$ cat src/rtl/core/dfdx_pkg.sv
// shared types and constants for the delimited frame deframer
// no dependencies; imported by the parser, the emitter and the top level
`timescale 1ns / 1ps

package dfdx_pkg;

  localparam int BYTE_W    = 8;
  localparam int LEN_W     = 6;
  localparam int CFG_IDX_W = 2;

  // configuration register indexes
  typedef enum logic [CFG_IDX_W-1:0] {
    REG_START_CHAR  = 2'd0,
    REG_END_CHAR    = 2'd1,
    REG_PAYLOAD_LEN = 2'd2
  } cfg_reg_t;

  // result status codes
  typedef enum logic [1:0] {
    ST_OK      = 2'd0,
    ST_BAD_SUM = 2'd1,
    ST_NO_END  = 2'd2,
    ST_ABORT   = 2'd3
  } status_t;

  // reset values of the configuration registers
  localparam logic [BYTE_W-1:0] START_CHAR_RST  = 8'h2A;
  localparam logic [BYTE_W-1:0] END_CHAR_RST    = 8'h23;
  localparam logic [LEN_W-1:0]  PAYLOAD_LEN_RST = 6'd32;

  // frame outcome handed from parser to emitter
  typedef struct packed {
    logic             run;
    status_t          status;
    logic [LEN_W-1:0] len;
  } frame_ev_t;

  // one result beat
  typedef struct packed {
    logic [BYTE_W-1:0] data;
    logic              last;
    status_t           status;
  } out_beat_t;

endpackage

$ cat src/rtl/core/dfdx_ram.sv
// generic simple dual-port ram, one write port and one registered read port
// no dependencies
`timescale 1ns / 1ps

module dfdx_ram #(
  parameter int WIDTH = 8,
  parameter int DEPTH = 64
) (
  input  logic                     clk,
  input  logic                     we,
  input  logic [$clog2(DEPTH)-1:0] waddr,
  input  logic [WIDTH-1:0]         wdata,
  input  logic                     re,
  input  logic [$clog2(DEPTH)-1:0] raddr,
  output logic [WIDTH-1:0]         rdata
);

  logic [WIDTH-1:0] mem [DEPTH];

  always_ff @(posedge clk) begin
    if (we) begin
      mem[waddr] <= wdata;
    end
    if (re) begin
      rdata <= mem[raddr];
    end
  end

endmodule

$ cat src/rtl/core/dfdx_parser.sv
// frame parser: hunts for the start character, tracks position and checksum,
// writes payload into the two-bank store; uses dfdx_pkg
`timescale 1ns / 1ps

module dfdx_parser
  import dfdx_pkg::*;
#(
  parameter int PAYLOAD_MAX = 32,
  parameter int IDX_W       = 5
) (
  input  logic                   clk,
  input  logic                   rst,
  input  logic                   rx_valid,
  output logic                   rx_ready,
  input  logic [BYTE_W-1:0]      rx_byte,
  input  logic [BYTE_W-1:0]      start_char,
  input  logic [BYTE_W-1:0]      end_char,
  input  logic [LEN_W-1:0]       payload_len,
  output logic                   ev_valid,
  output frame_ev_t              ev,
  input  logic                   ev_take,
  input  logic                   run_active,
  output logic [PAYLOAD_MAX-1:0] snap,
  output logic                   ram_we,
  output logic [IDX_W:0]         ram_waddr,
  output logic [BYTE_W-1:0]      ram_wdata
);

  localparam logic [LEN_W-1:0] LEN_MAX = LEN_W'(PAYLOAD_MAX);

  logic                   in_frame;
  logic [LEN_W-1:0]       pos;
  logic [BYTE_W-1:0]      run_xor;
  logic [BYTE_W-1:0]      check;
  logic [PAYLOAD_MAX-1:0] latest;

  logic [LEN_W-1:0] len;
  logic [IDX_W-1:0] idx;
  logic             is_start;
  logic             will_write;
  logic             will_event;
  logic             close_ok;
  logic             ev_free;
  logic             rd_busy;
  logic             wr_bank;
  logic             conflict;
  logic             accept;

  always_comb begin
    if (payload_len == '0) begin
      len = LEN_W'(1);
    end else if (payload_len > LEN_MAX) begin
      len = LEN_MAX;
    end else begin
      len = payload_len;
    end
  end

  assign idx        = pos[IDX_W-1:0];
  assign is_start   = (rx_byte == start_char);
  assign will_write = in_frame && !is_start && (pos < len);
  assign will_event = in_frame && (is_start || (pos > len));
  assign close_ok   = in_frame && !is_start && (pos > len) && (rx_byte == end_char) &&
                      (check == run_xor);
  assign ev_free    = !ev_valid || ev_take;
  // store still owed to a run, pending or being read out
  assign rd_busy    = run_active || (ev_valid && ev.run);
  // each entry alternates banks, so the previous frame's copy stays intact
  assign wr_bank    = ~latest[idx];
  assign conflict   = will_write && rd_busy && (wr_bank == snap[idx]);

  assign rx_ready = !(will_event && !ev_free) && !conflict && !(close_ok && rd_busy);
  assign accept   = rx_valid && rx_ready;

  assign ram_we    = accept && will_write;
  assign ram_waddr = {idx, wr_bank};
  assign ram_wdata = rx_byte;

  always_ff @(posedge clk) begin
    if (rst) begin
      in_frame <= 1'b0;
      pos      <= '0;
      run_xor  <= '0;
      check    <= '0;
      latest   <= '0;
      snap     <= '0;
      ev_valid <= 1'b0;
    end else begin
      // every accepted abort or closing byte raises an event
      if (accept && will_event) begin
        ev_valid <= 1'b1;
      end else if (ev_take) begin
        ev_valid <= 1'b0;
      end
      if (accept) begin
        if (!in_frame || is_start) begin
          if (is_start) begin
            in_frame <= 1'b1;
            pos      <= '0;
            run_xor  <= '0;
            check    <= '0;
          end
          if (in_frame) begin
            ev <= '{run: 1'b0, status: ST_ABORT, len: '0};
          end
        end else if (pos < len) begin
          latest[idx] <= wr_bank;
          run_xor     <= run_xor ^ rx_byte;
          pos         <= pos + LEN_W'(1);
        end else if (pos == len) begin
          check <= rx_byte;
          pos   <= pos + LEN_W'(1);
        end else begin
          in_frame <= 1'b0;
          pos      <= '0;
          if (rx_byte != end_char) begin
            ev <= '{run: 1'b0, status: ST_NO_END, len: '0};
          end else if (check != run_xor) begin
            ev <= '{run: 1'b0, status: ST_BAD_SUM, len: '0};
          end else begin
            ev   <= '{run: 1'b1, status: ST_OK, len: len};
            snap <= latest;
          end
        end
      end
    end
  end

  a_hunt_pos_zero: assert property (@(posedge clk) disable iff (rst)
    !in_frame |-> pos == '0)
    else $error("position not cleared while hunting");

  a_run_len_range: assert property (@(posedge clk) disable iff (rst)
    ev_valid && ev.run |-> (ev.len != '0) && (ev.len <= LEN_MAX))
    else $error("run length out of range");

  a_snap_held: assert property (@(posedge clk) disable iff (rst)
    rd_busy |=> $stable(snap))
    else $error("bank snapshot changed while a run still needs it");

endmodule

$ cat src/rtl/core/dfdx_emitter.sv
// result emitter: reads a good frame out of the store as a run of beats and
// queues status beats, through a two-entry output buffer; uses dfdx_pkg
`timescale 1ns / 1ps

module dfdx_emitter
  import dfdx_pkg::*;
#(
  parameter int PAYLOAD_MAX = 32,
  parameter int IDX_W       = 5
) (
  input  logic                   clk,
  input  logic                   rst,
  input  logic                   ev_valid,
  input  frame_ev_t              ev,
  output logic                   ev_take,
  output logic                   run_active,
  input  logic [PAYLOAD_MAX-1:0] snap,
  output logic                   ram_re,
  output logic [IDX_W:0]         ram_raddr,
  input  logic [BYTE_W-1:0]      ram_rdata,
  output logic                   out_valid,
  input  logic                   out_ready,
  output logic [BYTE_W-1:0]      data_byte,
  output logic                   last,
  output logic [1:0]             status
);

  logic [LEN_W-1:0] rd_k;
  logic [LEN_W-1:0] rd_len;
  logic             inflight;
  logic             inflight_last;

  out_beat_t fifo_mem [2];
  logic      wr_ptr;
  logic      rd_ptr;
  logic [1:0] occ;

  logic       pop;
  logic       push;
  logic       status_push;
  logic       space_ok;
  logic       issue;
  logic       last_k;
  logic [2:0] credit;
  out_beat_t  push_beat;
  out_beat_t  head;
  logic [IDX_W-1:0] k_idx;

  assign head      = fifo_mem[rd_ptr];
  assign out_valid = (occ != 2'd0);
  assign data_byte = head.data;
  assign last      = head.last;
  assign status    = head.status;

  assign pop      = out_valid && out_ready;
  assign space_ok = (occ < 2'd2) || pop;
  // reads in flight count against buffer space
  assign credit   = {1'b0, occ} + {2'b0, inflight};
  assign issue    = run_active && (credit < (3'd2 + {2'b0, pop}));
  assign last_k   = (rd_k == (rd_len - LEN_W'(1)));
  assign k_idx    = rd_k[IDX_W-1:0];

  assign ram_re    = issue;
  assign ram_raddr = {k_idx, snap[k_idx]};

  // an event waits until every earlier run beat is in the buffer
  assign ev_take     = ev_valid && !run_active && !inflight && (ev.run || space_ok);
  assign status_push = ev_take && !ev.run;
  assign push        = inflight || status_push;

  always_comb begin
    if (inflight) begin
      push_beat = '{data: ram_rdata, last: inflight_last, status: ST_OK};
    end else begin
      push_beat = '{data: '0, last: 1'b1, status: ev.status};
    end
  end

  always_ff @(posedge clk) begin
    if (rst) begin
      run_active    <= 1'b0;
      rd_k          <= '0;
      rd_len        <= '0;
      inflight      <= 1'b0;
      inflight_last <= 1'b0;
      wr_ptr        <= 1'b0;
      rd_ptr        <= 1'b0;
      occ           <= 2'd0;
    end else begin
      inflight      <= issue;
      inflight_last <= last_k;
      if (ev_take && ev.run) begin
        run_active <= 1'b1;
        rd_k       <= '0;
        rd_len     <= ev.len;
      end else if (issue) begin
        rd_k <= rd_k + LEN_W'(1);
        if (last_k) begin
          run_active <= 1'b0;
        end
      end
      if (push) begin
        wr_ptr <= ~wr_ptr;
      end
      if (pop) begin
        rd_ptr <= ~rd_ptr;
      end
      occ <= occ + {1'b0, push} - {1'b0, pop};
    end
  end

  always_ff @(posedge clk) begin
    if (push) begin
      fifo_mem[wr_ptr] <= push_beat;
    end
  end

  a_occ_bound: assert property (@(posedge clk) disable iff (rst)
    occ != 2'd3)
    else $error("output buffer overfilled");

  a_run_index: assert property (@(posedge clk) disable iff (rst)
    run_active |-> rd_k < rd_len)
    else $error("run read index past run length");

  a_mid_run_ok: assert property (@(posedge clk) disable iff (rst)
    out_valid && !head.last |-> head.status == ST_OK)
    else $error("non-final beat carries an error status");

endmodule

$ cat src/rtl/core/delimited_frame_deframer_xor_top.sv
// top level of the delimited frame deframer with xor checksum
// holds the configuration registers; uses dfdx_pkg, dfdx_parser, dfdx_emitter, dfdx_ram
`timescale 1ns / 1ps

// Receives one byte per beat on rx and can take a new byte every clock cycle
// while rx_ready is high. While hunting, every byte but start_char is
// dropped. A frame is start_char, payload_len payload bytes, one checksum
// byte (xor of the payload) and end_char. A good frame comes out as a run of
// payload_len beats, ok status, last set on the final one; a bad end
// character (checked first), a bad checksum or a start_char inside a frame
// gives one status beat with data_byte zero and last set, and a start_char
// inside a frame opens a new frame at once. payload_len of 0 counts as 1,
// above PAYLOAD_MAX as PAYLOAD_MAX. Results leave through a two-entry
// buffer, so input keeps flowing while a beat waits. A status beat reaches
// out_valid through the event register, then the buffer; the first beat of
// a good run passes the event register, the store read start and the
// registered store read, then one beat follows per cycle while out_ready
// stays high. A status beat queued behind a run waits until the run's last
// beat is in the buffer. The store has two banks per payload position, one
// for the frame being read out and one for the frame being collected.
// rx_ready drops when a payload byte would land in the bank that a pending
// or active run still has to read (back-pressure on out, or an aborted
// frame followed by a new one before the run is out), when a good frame
// closes while the previous run is still owed, or when a frame outcome
// finds the previous one still queued.
// Configuration is written through cfg_we / cfg_index / cfg_data, index 0
// start_char, 1 end_char, 2 payload_len; other indexes are ignored.
module delimited_frame_deframer_xor_top
  import dfdx_pkg::*;
#(
  parameter int PAYLOAD_MAX = 32
) (
  input  logic                 clk,
  input  logic                 rst,
  // receive channel
  input  logic                 rx_valid,
  output logic                 rx_ready,
  input  logic [BYTE_W-1:0]    rx_byte,
  // result channel
  output logic                 out_valid,
  input  logic                 out_ready,
  output logic [BYTE_W-1:0]    data_byte,
  output logic                 last,
  output logic [1:0]           status,
  // configuration write port
  input  logic                 cfg_we,
  input  logic [CFG_IDX_W-1:0] cfg_index,
  input  logic [BYTE_W-1:0]    cfg_data
);

  // store index width; two banks sit in the low address bit
  localparam int IDX_W = (PAYLOAD_MAX > 1) ? $clog2(PAYLOAD_MAX) : 1;
  localparam int DEPTH = 2 ** (IDX_W + 1);

  // configuration registers
  logic [BYTE_W-1:0] start_char;
  logic [BYTE_W-1:0] end_char;
  logic [LEN_W-1:0]  payload_len;

  // parser to emitter
  logic                   ev_valid;
  frame_ev_t              ev;
  logic                   ev_take;
  logic                   run_active;
  logic [PAYLOAD_MAX-1:0] snap;

  // payload store ports
  logic              ram_we;
  logic [IDX_W:0]    ram_waddr;
  logic [BYTE_W-1:0] ram_wdata;
  logic              ram_re;
  logic [IDX_W:0]    ram_raddr;
  logic [BYTE_W-1:0] ram_rdata;

  always_ff @(posedge clk) begin
    if (rst) begin
      start_char  <= START_CHAR_RST;
      end_char    <= END_CHAR_RST;
      payload_len <= PAYLOAD_LEN_RST;
    end else if (cfg_we) begin
      case (cfg_reg_t'(cfg_index))
        REG_START_CHAR:  start_char  <= cfg_data;
        REG_END_CHAR:    end_char    <= cfg_data;
        REG_PAYLOAD_LEN: payload_len <= cfg_data[LEN_W-1:0];
        default: ;
      endcase
    end
  end

  // byte-by-byte frame tracking and payload writes
  dfdx_parser #(
    .PAYLOAD_MAX (PAYLOAD_MAX),
    .IDX_W       (IDX_W)
  ) u_parser (
    .clk         (clk),
    .rst         (rst),
    .rx_valid    (rx_valid),
    .rx_ready    (rx_ready),
    .rx_byte     (rx_byte),
    .start_char  (start_char),
    .end_char    (end_char),
    .payload_len (payload_len),
    .ev_valid    (ev_valid),
    .ev          (ev),
    .ev_take     (ev_take),
    .run_active  (run_active),
    .snap        (snap),
    .ram_we      (ram_we),
    .ram_waddr   (ram_waddr),
    .ram_wdata   (ram_wdata)
  );

  // two-bank payload store, one entry per bank for each payload position
  dfdx_ram #(
    .WIDTH (BYTE_W),
    .DEPTH (DEPTH)
  ) u_store (
    .clk   (clk),
    .we    (ram_we),
    .waddr (ram_waddr),
    .wdata (ram_wdata),
    .re    (ram_re),
    .raddr (ram_raddr),
    .rdata (ram_rdata)
  );

  // run read-out, status beats and output buffer
  dfdx_emitter #(
    .PAYLOAD_MAX (PAYLOAD_MAX),
    .IDX_W       (IDX_W)
  ) u_emitter (
    .clk        (clk),
    .rst        (rst),
    .ev_valid   (ev_valid),
    .ev         (ev),
    .ev_take    (ev_take),
    .run_active (run_active),
    .snap       (snap),
    .ram_re     (ram_re),
    .ram_raddr  (ram_raddr),
    .ram_rdata  (ram_rdata),
    .out_valid  (out_valid),
    .out_ready  (out_ready),
    .data_byte  (data_byte),
    .last       (last),
    .status     (status)
  );

endmodule

$ cat config.mk
export PLATFORM = sky130hd
export DESIGN_NAME = delimited_frame_deframer_xor_top
export DESIGN_NICKNAME = d
export VERILOG_FILES = /design/src/rtl/core/dfdx_pkg.sv /design/src/rtl/core/dfdx_ram.sv /design/src/rtl/core/dfdx_parser.sv /design/src/rtl/core/dfdx_emitter.sv /design/src/rtl/core/delimited_frame_deframer_xor_top.sv
export SDC_FILE = /design/constraint.sdc
export NUM_CORES = 1
export LEC_CHECK = 0
export BUFFER_PORTS_ARGS = -buffer_cell sky130_fd_sc_hd__buf_2
export CAP_MARGIN = 20
export CORE_MARGIN = 3
export CORE_UTILIZATION = 45
export CTS_CLUSTER_DIAMETER = 50
export DETAILED_ROUTE_END_ITERATION = 7
export GPL_TIMING_DRIVEN = 0
export PLACE_DENSITY = 0.69
export REMOVE_ABC_BUFFERS = 1
export SYNTH_ARGS = -nofsm -noshare
export SYNTH_HDL_FRONTEND = slang
export SYNTH_SLANG_ARGS = --single-unit
$ cat constraint.sdc
create_clock -name clk -period 5.65 [get_ports clk]
set_clock_uncertainty 0.1 [all_clocks]
set_input_delay 1.13 -clock clk [delete_from_list [all_inputs] [get_ports clk]]
set_output_delay 1.13 -clock clk [all_outputs]
set_load 0.02 [all_outputs]
After elaboration in Yosys (flattened, before gate mapping). Memory sizes are Yosys's and may differ from the RTL's. A register that Yosys moved wholly into a read port is not among the register bits. Cells that the tools add are included.

$lt $le $gt $ge: 8. Bitwise operators: 10. $add $sub $neg: 7. Mux-type cells: 43. Eq/ne operators: 14. Reductions and logical operators: 61.

Operators by type and width (number): $mux W9 (6); $mux W8 (6); $mux W6 (6); $bwmux W32 (1); $eq A8 B8 Y1 (3); $logic_and A1 B1 Y1 (24); $mux W1 (19); $ne A8 B8 Y1 (2); $bmux W1 S5 (3); $add A6 B1 Y6 const B (2); $eq A6 B6 Y1 (2); $lt A5 B6 Y1 const B (2); $reduce_bool A2 Y1 (6); $mux W11 (1); $logic_not A1 Y1 (10); $reduce_and A2 Y1 (5); $not A1 Y1 (9); $ne A2 B1 Y1 const B (4); $reduce_and A4 Y1 (2); $xor A8 B8 Y8 (1); $logic_or A1 B1 Y1 (7); $gt A6 B6 Y1 (1); $gt A6 B6 Y1 const B (1); $logic_not A6 Y1 (1); 18 further kinds (19).

Register bits after elaboration: 138. Memories kept: 2. Word-level logic and storage cells: 166. RAM bits: 534.

Memories: u_store.mem (words 64, width 8, rd ports 1, clocked after Yosys merged registers in 1, write ports 1, RTL line dfdx_ram.sv:18) `logic [WIDTH-1:0] mem [DEPTH];`; u_emitter.fifo_mem (words 2, width 11, rd ports 1, clocked after Yosys merged registers in 1, write ports 1, RTL line dfdx_emitter.sv:33) `out_beat_t fifo_mem [2];`.

Longest topological paths before layout. Gate-level depths: netlist of the first run.

Word-level depth: 15. Gate-level depth with buffers: 15. Depth with buffers taken out: 13.

Cells and area by module. A second synthesis of the first run with hierarchy kept.

Cells, all modules: 1762. Area, all modules: 28394.7 µm².

Modules (own cells, without submodules): dfdx_ram (cells each 940, times used 1, area an instance 20246.9 µm²); dfdx_parser (cells each 543, times used 1, area an instance 5023.6 µm²); dfdx_emitter (cells each 193, times used 1, area an instance 2219.6 µm²); delimited_frame_deframer_xor_top (cells each 86, times used 1, area an instance 904.6 µm²).

Worst setup path before layout of the first run. OpenSTA, ideal clock, no wires.

Path type: reg2reg. From: reg u_parser.pos[1]. To: mem u_store.mem[29][0], enable pin. Path slack: 2.020 ns. Stages on the path, launching flop included: 13. Clock period less this slack: 3.630 ns. Path buffers: 4. Arrival: 3.160 ns. Path through: dfxtp_1 -> clkbuf_1 -> buf_2 -> mux4_2 -> a22oi_1 -> nand4_1 -> or3b_2 -> a211oi_1 -> nor3_1 -> clkbuf_1 -> nand3_1 -> clkbuf_1 -> nor2_1.

Word-level cells in the longest chain between the ends: 12. Elaborated cells on any way between the ends: 27. Those cells by class: order compare (2); eq/ne (1); mux (6); bitwise (1); reduce/logical (17).

Ends and longest elaborated chain: from (decl) (RTL line dfdx_parser.sv:32) `logic [LEN_W-1:0] pos;`; from (signal assigned) (RTL line dfdx_parser.sv:109) `pos <= pos + LEN_W'(1);`; from (signal assigned) (RTL line dfdx_parser.sv:112) `pos <= pos + LEN_W'(1);`; $bmux W1 S5 (RTL line dfdx_parser.sv:69) `assign wr_bank = ~latest[idx];`; $mux W1 (not written as such) (RTL line dfdx_parser.sv:69); $not A1 Y1 (RTL line dfdx_parser.sv:69); $eq A1 B1 Y1 (RTL line dfdx_parser.sv:70) `assign conflict = will_write && rd_busy && (wr_bank == snap[idx]);`; $logic_and A1 B1 Y1 (RTL line dfdx_parser.sv:70); $logic_not A1 Y1 (RTL line dfdx_parser.sv:72) `assign rx_ready = !(will_event && !ev_free) && !conflict && !(close_ok && rd_busy);`; $logic_and A1 B1 Y1 (2 in a row) (RTL line dfdx_parser.sv:72); $logic_and A1 B1 Y1 (RTL line dfdx_parser.sv:73) `assign accept = rx_valid && rx_ready;`; $logic_and A1 B1 Y1 (RTL line dfdx_parser.sv:75) `assign ram_we = accept && will_write;`; $mux W1 (RTL line dfdx_ram.sv:21) `if (we) begin`; $mux W1 (not written as such) (RTL line dfdx_ram.sv:22) `mem[waddr] <= wdata;`; to (decl) (RTL line dfdx_ram.sv:18).

Several ways; a longest one is shown, not always the timed one. The select of a mux whose other input is x is not followed.

Final worst setup path of the first run.
From: reg u_emitter.rd_k[0]. To: reg u_store.rdata[0] (read register of u_store.mem), data pin.

Word-level cells in the longest chain between the ends: 2.

Ends and longest elaborated chain: from (decl) (RTL line dfdx_emitter.sv:28) `logic [LEN_W-1:0] rd_k;`; from (signal assigned) (RTL line dfdx_emitter.sv:97) `rd_k <= rd_k + LEN_W'(1);`; $bmux W1 S5 (RTL line dfdx_emitter.sv:64) `assign ram_raddr = {k_idx, snap[k_idx]};`; $mux W1 (not written as such) (RTL line dfdx_emitter.sv:64); to (decl) (RTL line dfdx_ram.sv:15) `output logic [WIDTH-1:0] rdata`.

Several ways; a longest one is shown, not always the timed one. The select of a mux whose other input is x is not followed. A chain may end at the register's enable or synchronous reset.

==> results of run 1 <==
per-stage QoR:
step                setup slack [ps]  instance area, µm²  util (%)
global placement              -11010               29000      46.8
CTS                            -56.3               32000      51.7
floorplan                      -5020               27700         -
finish                           132               32000      51.8
global route                    7.15               32000      51.8
detailed placement              -687               29600      47.9
where the power goes:
part / switching, mW / internal [mW] / total [mW]
clock: 1.90 / 2.68 / 4.58
combinational: 0.146 / 0.0672 / 0.213
sequential: 0.0151 / 5.42 / 5.43
total: 2.06 / 8.17 / 10.2
state kept, by name, summed over array words and instances, names as in the netlist, 2 cells and up, named ones only:
signal / count
start_char: 8
u_parser.snap: 32
u_parser.check: 8
u_parser.run_xor: 8
u_emitter.rd_k: 6
end_char: 8
u_store.mem: 512
u_parser.pos: 6
u_emitter.occ: 2
u_emitter.rd_len: 6
u_parser.latest: 32
u_store.rdata: 8
payload_len: 6
u_emitter.fifo_mem: 22
u_parser.ev: 9
worst reg2reg max path, delay by kind of cell (launching register included):
| family | cells | cell delay [ps] |
|---|---|---|
| muxes | 3 | 1420 |
| buffers and inverters | 4 | 1240 |
| and+or+nand+nor | 4 | 1050 |
| AOI/OAI and AO/OA | 2 | 730 |
| DFF | 1 | 670 |
synthesized netlist by cell type (30+ instances only):
| master | n | area (µm²) |
|---|---|---|
| mux2_2 | 30 | 338 |
| edfxtp_1 | 551 | 16500 |
| nand2_1 | 148 | 556 |
| a21oi_1 | 71 | 355 |
| mux4_2 | 116 | 2610 |
| nor2_1 | 147 | 552 |
| dfxtp_1 | 130 | 2600 |
| nor2b_1 | 31 | 194 |
| nand3_1 | 71 | 355 |
| clkbuf_1 | 69 | 259 |
| o21ai_0 | 47 | 235 |
| inv_1 | 45 | 169 |
| mux2i_1 | 65 | 651 |
| xnor2_1 | 37 | 324 |
metal layers:
metal / vias to the layer above / track usage [%]
li1: 7336 / -
met1: 8493 / 27.8
met2: 758 / 34.6
met3: 144 / 3.96
met4: 0 / 7.69
met5: - / 0
layout make-up:
| type | instances | area (µm²) |
|---|---|---|
| clock buffers | 92 | 1920 |
| clock inverters | 34 | 339 |
| fillers | 4932 | 29800 |
| inverters | 47 | 180 |
| multi-input cells | 1052 | 8550 |
| flip-flops and latches | 681 | 19200 |
| well taps | 837 | 1050 |
| repair buffers | 71 | 843 |
what timing repair did:
action / CTS / global route
endpoints found under the setup margin: 238 / 369
gates resized for setup: 18 / 20
cloned: 1 / 0
buffers inserted: 1 / 2
pin swaps: 1 / 0
kinds of logic (layout without fill, tap and decap cells):
family / after synthesis / after routing / share of synthesized area [%]
adders and majority gates: 16 / 16 / 0.710
xor gates and xnor gates: 52 / 52 / 1.61
AOI/OAI and AO/OA: 273 / 273 / 6.45
DFF: 681 / 681 / 67.9
and+or+nand+nor: 499 / 500 / 8.27
buffers and inverters: 158 / 244 / 2.31
muxes: 211 / 211 / 12.8
final timing paths:
check                                  startpoint  cells past startpoint  slack, ps                 to
worst max register to register  u_emitter.rd_k[0]                     13        130   u_store.rdata[0]
worst min-delay path            u_parser.snap[12]                      2        370  u_parser.snap[12]
worst max-delay path            u_emitter.rd_k[0]                     13        130   u_store.rdata[0]
worst min register to register  u_parser.snap[12]                      2        370  u_parser.snap[12]
==> impl_metrics.toml, run 1 <==
[synth]
syn_area_um2 = 28200
seq_area_frac_synth_pct = 67.9
synth_top_flop_cell = "edfxtp_1"
synth_edf_count = 551
ys_warn_count = 0
syn_inst = 1890
syn_avg_cell_area_um2 = 14.9
async_flop_share_pct = 0
ys_types = 65
ys_ff_latch = 681

[clock_network]
cts_tree = "yes"
clock-root-buffer = "clkbuf_16"
clk_pin_slew_ps = 60
cts.hold.buffers_added = 0
clockBufferDepth = 3
cts_sinks = 681
cts_buffers = 70
clk_latency_ps = 600
cts_max_level = 3

[finish]
area_growth_pct = 13.6
final_cells = 2814
drive_above_1_share_pct = 19.0
layout_common_cells = "edfxtp_1 (551), nand2_1 (148), dfxtp_1 (124)"
antenna_cells = 0
final_common_cell = "edfxtp_1"
nNetsFinal = 1962

[setup_path]
criticalPathCategory = "reg2reg"
start_kind = "register"
path_cells = "buf_16 > mux4_2 > nand2_1 > o2111ai_2 > buf_6 > and2_4 > buf_16 > buf_16 > mux4_2 > mux2_2 > a32o_1 > nor4_1 > nand3_1"
critPathArrivalTime_ps = 5710
cp_num_buf_inv = 4
cpPeakStageDelay_ps = 670
cpMostUsedCell = "buf_16"
crit_family = "multiplexers"
worstPathMaxFanout = 55
required_ps = 5840
cp_slowest_cell = "dfxtp_4"
cp-end-kind = "register"

[drt]
drc = 0
drt_iter0_drc = 2046
wl_met2_um = 34100
ant_nets = 0
routed.top_layer = "met4"
drt_wl_total_um = 69600
wl_met3_um = 5630
viasPerCell = 5.95
met1Wirelength_um = 27700
vias = 16700
wl_per_cell_um = 24.7
dr.pass1.iters = 5

[floorplanning]
rows = 91
coreArea_um2 = 61800
start_util_pct = 45.6
ioPinCount = 36
die_y_um = 256
die_w_um = 256
die_area_um2 = 65700

[timing]
fin_setup_tns_ps = 0
finalSetupViolCount = 0
fmax_ghz = 0.181
slew_headroom_pct = 29.2
slew_violations = 0
hold_ws_ps = 368
final_hold_viol_count = 0
final.period_utilization_pct = 97.7
min_period_ps = 5520
rsz0062_at_grt = "no"
worst_pin_slew_ps = 1060

[grt]
overflow = 0
antenna_found_initial = 0
grt.total_usage_pct = 20.9
grt_max_degree = 63
grt_pass1_wl_um = 104000
grt_pass1_vias = 16700

[place]
io_buffer_count = 35
dpl.cell_count = 2682
gp_congestion = 0.806
dpl.hpwl_um = 44300

[run]
maxCapViolations = 0

[power]
leakage_nw = 10.3
power_mw = 10.2
pwr_density_cell_nw_per_um2 = 319
peakVddDrop_v = 0.000190

[status]
status = "completed"

[worst_hold_path]
min_path_type = "reg2reg"
Note: power is estimated with default switching activity, not from simulation.
==> run 2, diff against run 1 <==
--- a/config.mk
+++ b/config.mk
@@ -8,12 +8,11 @@
 export BUFFER_PORTS_ARGS = -buffer_cell sky130_fd_sc_hd__buf_2
 export CAP_MARGIN = 20
 export CORE_MARGIN = 3
-export CORE_UTILIZATION = 45
+export CORE_UTILIZATION = 30
 export CTS_CLUSTER_DIAMETER = 50
 export DETAILED_ROUTE_END_ITERATION = 7
 export GPL_TIMING_DRIVEN = 0
-export PLACE_DENSITY = 0.69
-export REMOVE_ABC_BUFFERS = 1
+export PLACE_DENSITY = 0.53
 export SYNTH_ARGS = -nofsm -noshare
 export SYNTH_HDL_FRONTEND = slang
 export SYNTH_SLANG_ARGS = --single-unit
==> run 2 against run 1 <==
Compared with the run above: clock power grew 14%; fmax shrank 1.9%; highest routed layer unchanged; hold slack gained 1.5 ps; combinational power grew 8%; largest power group unchanged; sequential share of layout area shrank 2.0 points; critical path type unchanged; critical endpoint is now u_store.mem[42][5]; via count grew 6.0%; wire length grew 24%.
==> impl_metrics.toml, run 2 (synthesis gave the netlist of run 1 again) <==
[status]
status = "completed"

[power]
clkPwrFrac_pct = 48.0
peakVddDrop_v = 0.000214
switching_share_pct = 21.4
p_seq_share_pct = 49.9
intPower_mw = 8.55
leakage_nw = 10.5
switching_power_mw = 2.32
pwr_density_cell_nw_per_um2 = 328
combPwrFrac_pct = 2.1

[floorplanning]
ioPinCount = 36
die_area_um2 = 97700
coreArea_um2 = 92500
rows = 111
start_util_pct = 30.5
die_w_um = 313
die_y_um = 313

[finish]
final_common_cell = "edfxtp_1"
antenna_cells = 0
final_util_pct = 35.8
area_growth_pct = 17.5
largest_reg_flops = 512
drive_above_1_share_pct = 20.2
top_regs = "u_store.mem (512), u_parser.latest (32), u_parser.snap (32)"
layout_common_cells = "edfxtp_1 (551), nand2_1 (148), dfxtp_1 (130)"
largest-register = "u_store.mem"
nNetsFinal = 2063

[setup_path]
reg2reg_from = "u_parser.pos[0]"
cp_slowest_cell = "mux4_2"
required_ps = 5800
cp-startpoint = "u_parser.pos[0]"
cpPeakStageDelay_ps = 600
rrSetupSlack_ps = 30
critPathArrivalTime_ps = 5770
setup.worst_path.end = "u_store.mem[42][5]"
start_kind = "register"
worstPathMaxFanout = 10
path_depth = 11
r2r_cells = 11
cp-end-kind = "register"
reg2reg_to = "u_store.mem[42][5]"
crit_family = "simple AND/OR/NAND/NOR gates"
path_cells = "buf_2 > mux4_2 > nand2_1 > nand4_1 > o21bai_1 > a211oi_1 > nor3_1 > clkbuf_1 > nand3_1 > clkbuf_2 > nor2_2"
criticalPathCategory = "reg2reg"
cp_num_buf_inv = 3

[timing]
finalSetupViolCount = 0
rsz0062_at_grt = "yes"
slew_violations = 0
worst_pin_slew_ps = 1130
worst_slack_ps = 25.1
final.period_utilization_pct = 99.6
final_hold_viol_count = 0
fmax_ghz = 0.178
fin_setup_tns_ps = 0
min_period_ps = 5620
slew_headroom_pct = 24.4

[clock_network]
clk_pin_slew_ps = 60
cts_buffers = 83
cts_tree = "yes"
cts.hold.buffers_added = 0
cts_max_level = 3
clk_latency_ps = 640
clockBufferDepth = 3
clock-root-buffer = "clkbuf_16"
cts_sinks = 681

[place]
gp_congestion = 0.926
dpl.hpwl_um = 59200
post-place-ws_ps = -538
io_buffer_count = 35

[drt]
vias = 17700
drc = 0
ant_nets = 0
drt_iter0_drc = 2093
dr.pass1.iters = 6
drt_wl_total_um = 86500
viasPerCell = 5.32
wl_per_cell_um = 25.9

[grt]
grt.total_usage_pct = 17.5
use_met1_pct = 24.5
grt.met2_usage_pct = 27.0
overflow = 0
grt_use_met3_pct = 3.10
grt_pass1_vias = 17400
top_usage_layer = "met2"
antenna_found_initial = 0
grt_max_degree = 54
grt_pass1_wl_um = 125000

[worst_hold_path]
min_path_type = "reg2reg"

[run]
maxCapViolations = 0

[synth]
synth_fp_nets = 1929
run 2: timing repair:
action	in CTS	in global routing
resized for setup	26	74
setup endpoints to repair	244	400
gates cloned	0	0
pin swaps	0	0
setup buffers	0	0
run 2: worst min-delay path: stages, from the launching register on:
cell and delay, ps:
dfxtp_1 320, nand2_1 50, a21oi_1 50
run 2: final cells by class:
| type | count | area [µm²] |
|---|---|---|
| Sequential cell | 681 | 19100 |
| Buffer | 111 | 480 |
| Inverter | 47 | 176 |
| Tap cell | 1243 | 1560 |
| Timing Repair Buffer | 49 | 394 |
| Clock inverter | 51 | 454 |
| Multi-Input combinational cell | 1051 | 8710 |
| Clock buffer | 102 | 2230 |
| Fill cell | 8866 | 59400 |
run 2: through the flow:
step	hold slack, ps	cells	cell area, µm²	power (mW)
after global placement	351	3168	29900	5.75
final	370	3335	33100	10.9
after global routing	389	3335	33100	11.2
after CTS	367	3333	32900	10.9
after floorplan	343	1890	28200	5.63
after detailed placement	359	3180	30100	5.77
run 2: how the worst min path moves through the flow:
stage | end | slack (ps) | from | cells past startpoint
CTS | u_parser.snap[31] | 370 | u_parser.snap[31] | 2
detailed placement | u_parser.snap[31] | 360 | u_parser.snap[31] | 2
finish | u_parser.snap[31] | 370 | u_parser.snap[31] | 2
global route | u_parser.snap[11] | 390 | u_parser.snap[11] | 2
global placement | u_parser.snap[31] | 350 | u_parser.snap[31] | 2
floorplan | u_parser.snap[10] | 340 | u_parser.snap[10] | 2
run 2: power groups by stage:
stage	clock network [mW]	logic, mW	registers, mW
2_1_floorplan	0	0.0983	5.53
3_3_place_gp	0	0.209	5.54
3_5_place_dp	0	0.230	5.54
4_1_cts	5.29	0.230	5.43
5_1_grt	5.49	0.250	5.43
6_report	5.21	0.229	5.43
run 2: per-layer routing:
metal	part of all wire [%]	wire [µm]
met4	3.7	3160
met5	0	0
met2	46	39500
met3	8.4	7260
met1	42	36500
==> run 3, diff against run 2 <==
--- a/config.mk
+++ b/config.mk
@@ -15,4 +15,5 @@
 export PLACE_DENSITY = 0.53
 export SYNTH_ARGS = -nofsm -noshare
 export SYNTH_HDL_FRONTEND = slang
+export SYNTH_HIERARCHICAL = 1
 export SYNTH_SLANG_ARGS = --single-unit
==> run 3 against run 2 <==
Compared with the run above: sequential share of layout area grew 0.52 points; clock-buffer cell count shrank 6; core utilization shrank 0.74 points; critical endpoint is now u_store/mem[4][7]; largest cell class unchanged; largest power group unchanged; highest routed layer is now met5.
==> impl_metrics.toml, run 3 <==
[status]
status = "completed"

[grt]
antenna_found_initial = 4
grt_max_degree = 65
overflow = 0
grt.total_usage_pct = 15.3
grt_pass1_wl_um = 112000
grt_pass1_vias = 16500

[timing]
final.period_utilization_pct = 96.5
worst_pin_slew_ps = 1110
slew_violations = 0
min_period_ps = 5450
finalSetupViolCount = 0
rsz0062_at_grt = "no"
fmax_ghz = 0.183
slew_headroom_pct = 25.7
fin_setup_tns_ps = 0
final_hold_viol_count = 0

[clock_network]
cts_resized = 0
clockBufferDepth = 3
clk_pin_slew_ps = 60
cts_tree = "yes"
clock-root-buffer = "clkbuf_16"
clk_latency_ps = 650
cts_sinks = 681
cts_buffers = 82
cts_setup_buffers = 0
cts_max_level = 3
cts.hold.buffers_added = 0

[synth]
synthMostInstantiatedCell = "edfxtp_1"
synth_edf_count = 551
async_flop_share_pct = 0
yosys-top-cells-count = "edfxtp_1 (551), mux4_2 (142), dfxtp_1 (130)"
ys_warn_count = 6
yosysTopAreaCellShare_pct = 58.3
synth_top_area_cell = "edfxtp_1"
synthTopCellsByArea = "edfxtp_1 (58%), mux4_2 (11%), dfxtp_1 (9.2%), mux2i_1 (2.8%), nor2_1 (1.7%)"
ys_types = 74
syn_avg_cell_area_um2 = 16.1
synth_top_flop_cell = "edfxtp_1"
syn_area_um2 = 28400
ys_ff_latch = 681
synth_fp_nets = 1801
seq_area_frac_synth_pct = 67.4
syn_inst = 1762

[drt]
drt_iter0_drc = 1814
drt_wl_total_um = 75800
viasPerCell = 5.15
vias = 16500
dr.pass1.iters = 6
ant_nets = 0
wl_per_cell_um = 23.7
drc = 0

[finish]
final_util_pct = 35.1
area_growth_pct = 15.7
antenna_cells = 0
seqCellArea_um2 = 19100
finalInstanceArea_um2 = 32800
drive_above_1_share_pct = 21.6
nNetsFinal = 1924
largest-register = "u_store/mem"
layout_common_cells = "edfxtp_1 (551), mux4_2 (142), dfxtp_1 (130)"
top_regs = "u_store/mem (512), u_parser/latest (32), u_parser/snap (32)"
nFillCells = 8994
final_common_cell = "edfxtp_1"
multi_input_area_um2 = 8480
largest_reg_flops = 512
final_cells = 3201

[power]
pwr_density_cell_nw_per_um2 = 332
power_mw = 10.9
peakVddDrop_v = 0.000259
leakage_nw = 10.5

[floorplanning]
ioPinCount = 36
die_y_um = 314
coreArea_um2 = 93600
start_util_pct = 30.3
die_area_um2 = 98400
rows = 112
die_w_um = 314

[place]
dpl.cell_count = 3054
dpl.hpwl_um = 50700
io_buffer_count = 35
gp_congestion = 0.886
placed_area_um2 = 30200

[setup_path]
cp-end-kind = "register"
required_ps = 5790
critPathArrivalTime_ps = 5590
start_kind = "register"
criticalPathCategory = "reg2reg"
worstPathMaxFanout = 16

[run]
maxCapViolations = 0

[worst_hold_path]
min_path_type = "reg2reg"
run 3: changes by cell type after synthesis, sizes merged, moves of 16 or more:
cell | before | now
nand4 | 26 | 10
mux4 | 116 | 148
nand2b | 5 | 32
a211oi | 26 | 5
a21oi | 71 | 25
a31o | 0 | 16
o31ai | 24 | 3
inv | 45 | 13
nand2 | 148 | 93
buf | 42 | 69
nor2 | 147 | 129
run 3: path summary, 6_finish.rpt:
check	startpoint	endpoint	slack, ps	depth (start not counted)
worst max-delay path	u_parser/pos[1]	u_store/mem[4][7]	200	13
worst min-delay path	u_parser/latest[18]	u_parser/latest[18]	380	2
worst max register to register	u_parser/pos[1]	u_store/mem[4][7]	200	13
worst min register to register	u_parser/latest[18]	u_parser/latest[18]	380	2
run 3: cell type report:
type / instances / area share [%]
Inverter: 14 / 0.160
Clock buffer: 96 / 6.47
Timing Repair Buffer: 39 / 0.625
Sequential cell: 681 / 58.3
Multi-Input combinational cell: 940 / 25.8
Buffer: 127 / 2.19
Clock inverter: 50 / 1.67
Tap cell: 1254 / 4.78
run 3: cells by family after synthesis:
| family | Yosys count | share of synthesized area, % |
|---|---|---|
| compound gates | 171 | 4.16 |
| xor+xnor | 34 | 1.05 |
| fa+ha+maj | 16 | 0.705 |
| buf+inv | 141 | 2.71 |
| flops | 681 | 67.4 |
| mux | 260 | 15.9 |
| simple gates | 459 | 8.02 |
run 3: routing by layer:
layer / up-vias / track usage, % / share of wire (%)
li1: 7169 / - / -
met1: 8535 / 21.7 / 44
met2: 642 / 23.7 / 46
met3: 144 / 2.96 / 7.3
met4: 2 / 5.05 / 3.0
met5: - / 0 / 0.021
run 3: per-stage QoR:
| stage | hold WS, ps | setup slack (ps) |
|---|---|---|
| 2_1_floorplan | 345 | 1930 |
| 3_3_place_gp | 364 | 344 |
| 3_5_place_dp | 377 | 270 |
| 4_1_cts | 383 | 268 |
| 5_1_grt | 405 | 6.35 |
| 6_report | 382 | 200 |
run 3: critical path, stage by stage (launching register included):
cell and delay (ps):
dfxtp_1 450, buf_2 310, buf_1 580, mux2_2 450, a22oi_1 170, nand3_1 100
a21o_1 190, xor2_1 270, o211a_1 300, buf_4 210, buf_6 200, nor2b_1 270
nand2_1 470, nor2_1 970
run 3: where the power goes:
group	total, mW	switching [mW]	internal [mW]
logic	0.270	0.187	0.0835
clock network	5.19	2.10	3.09
registers	5.44	0.0147	5.43
total	10.9	2.30	8.60
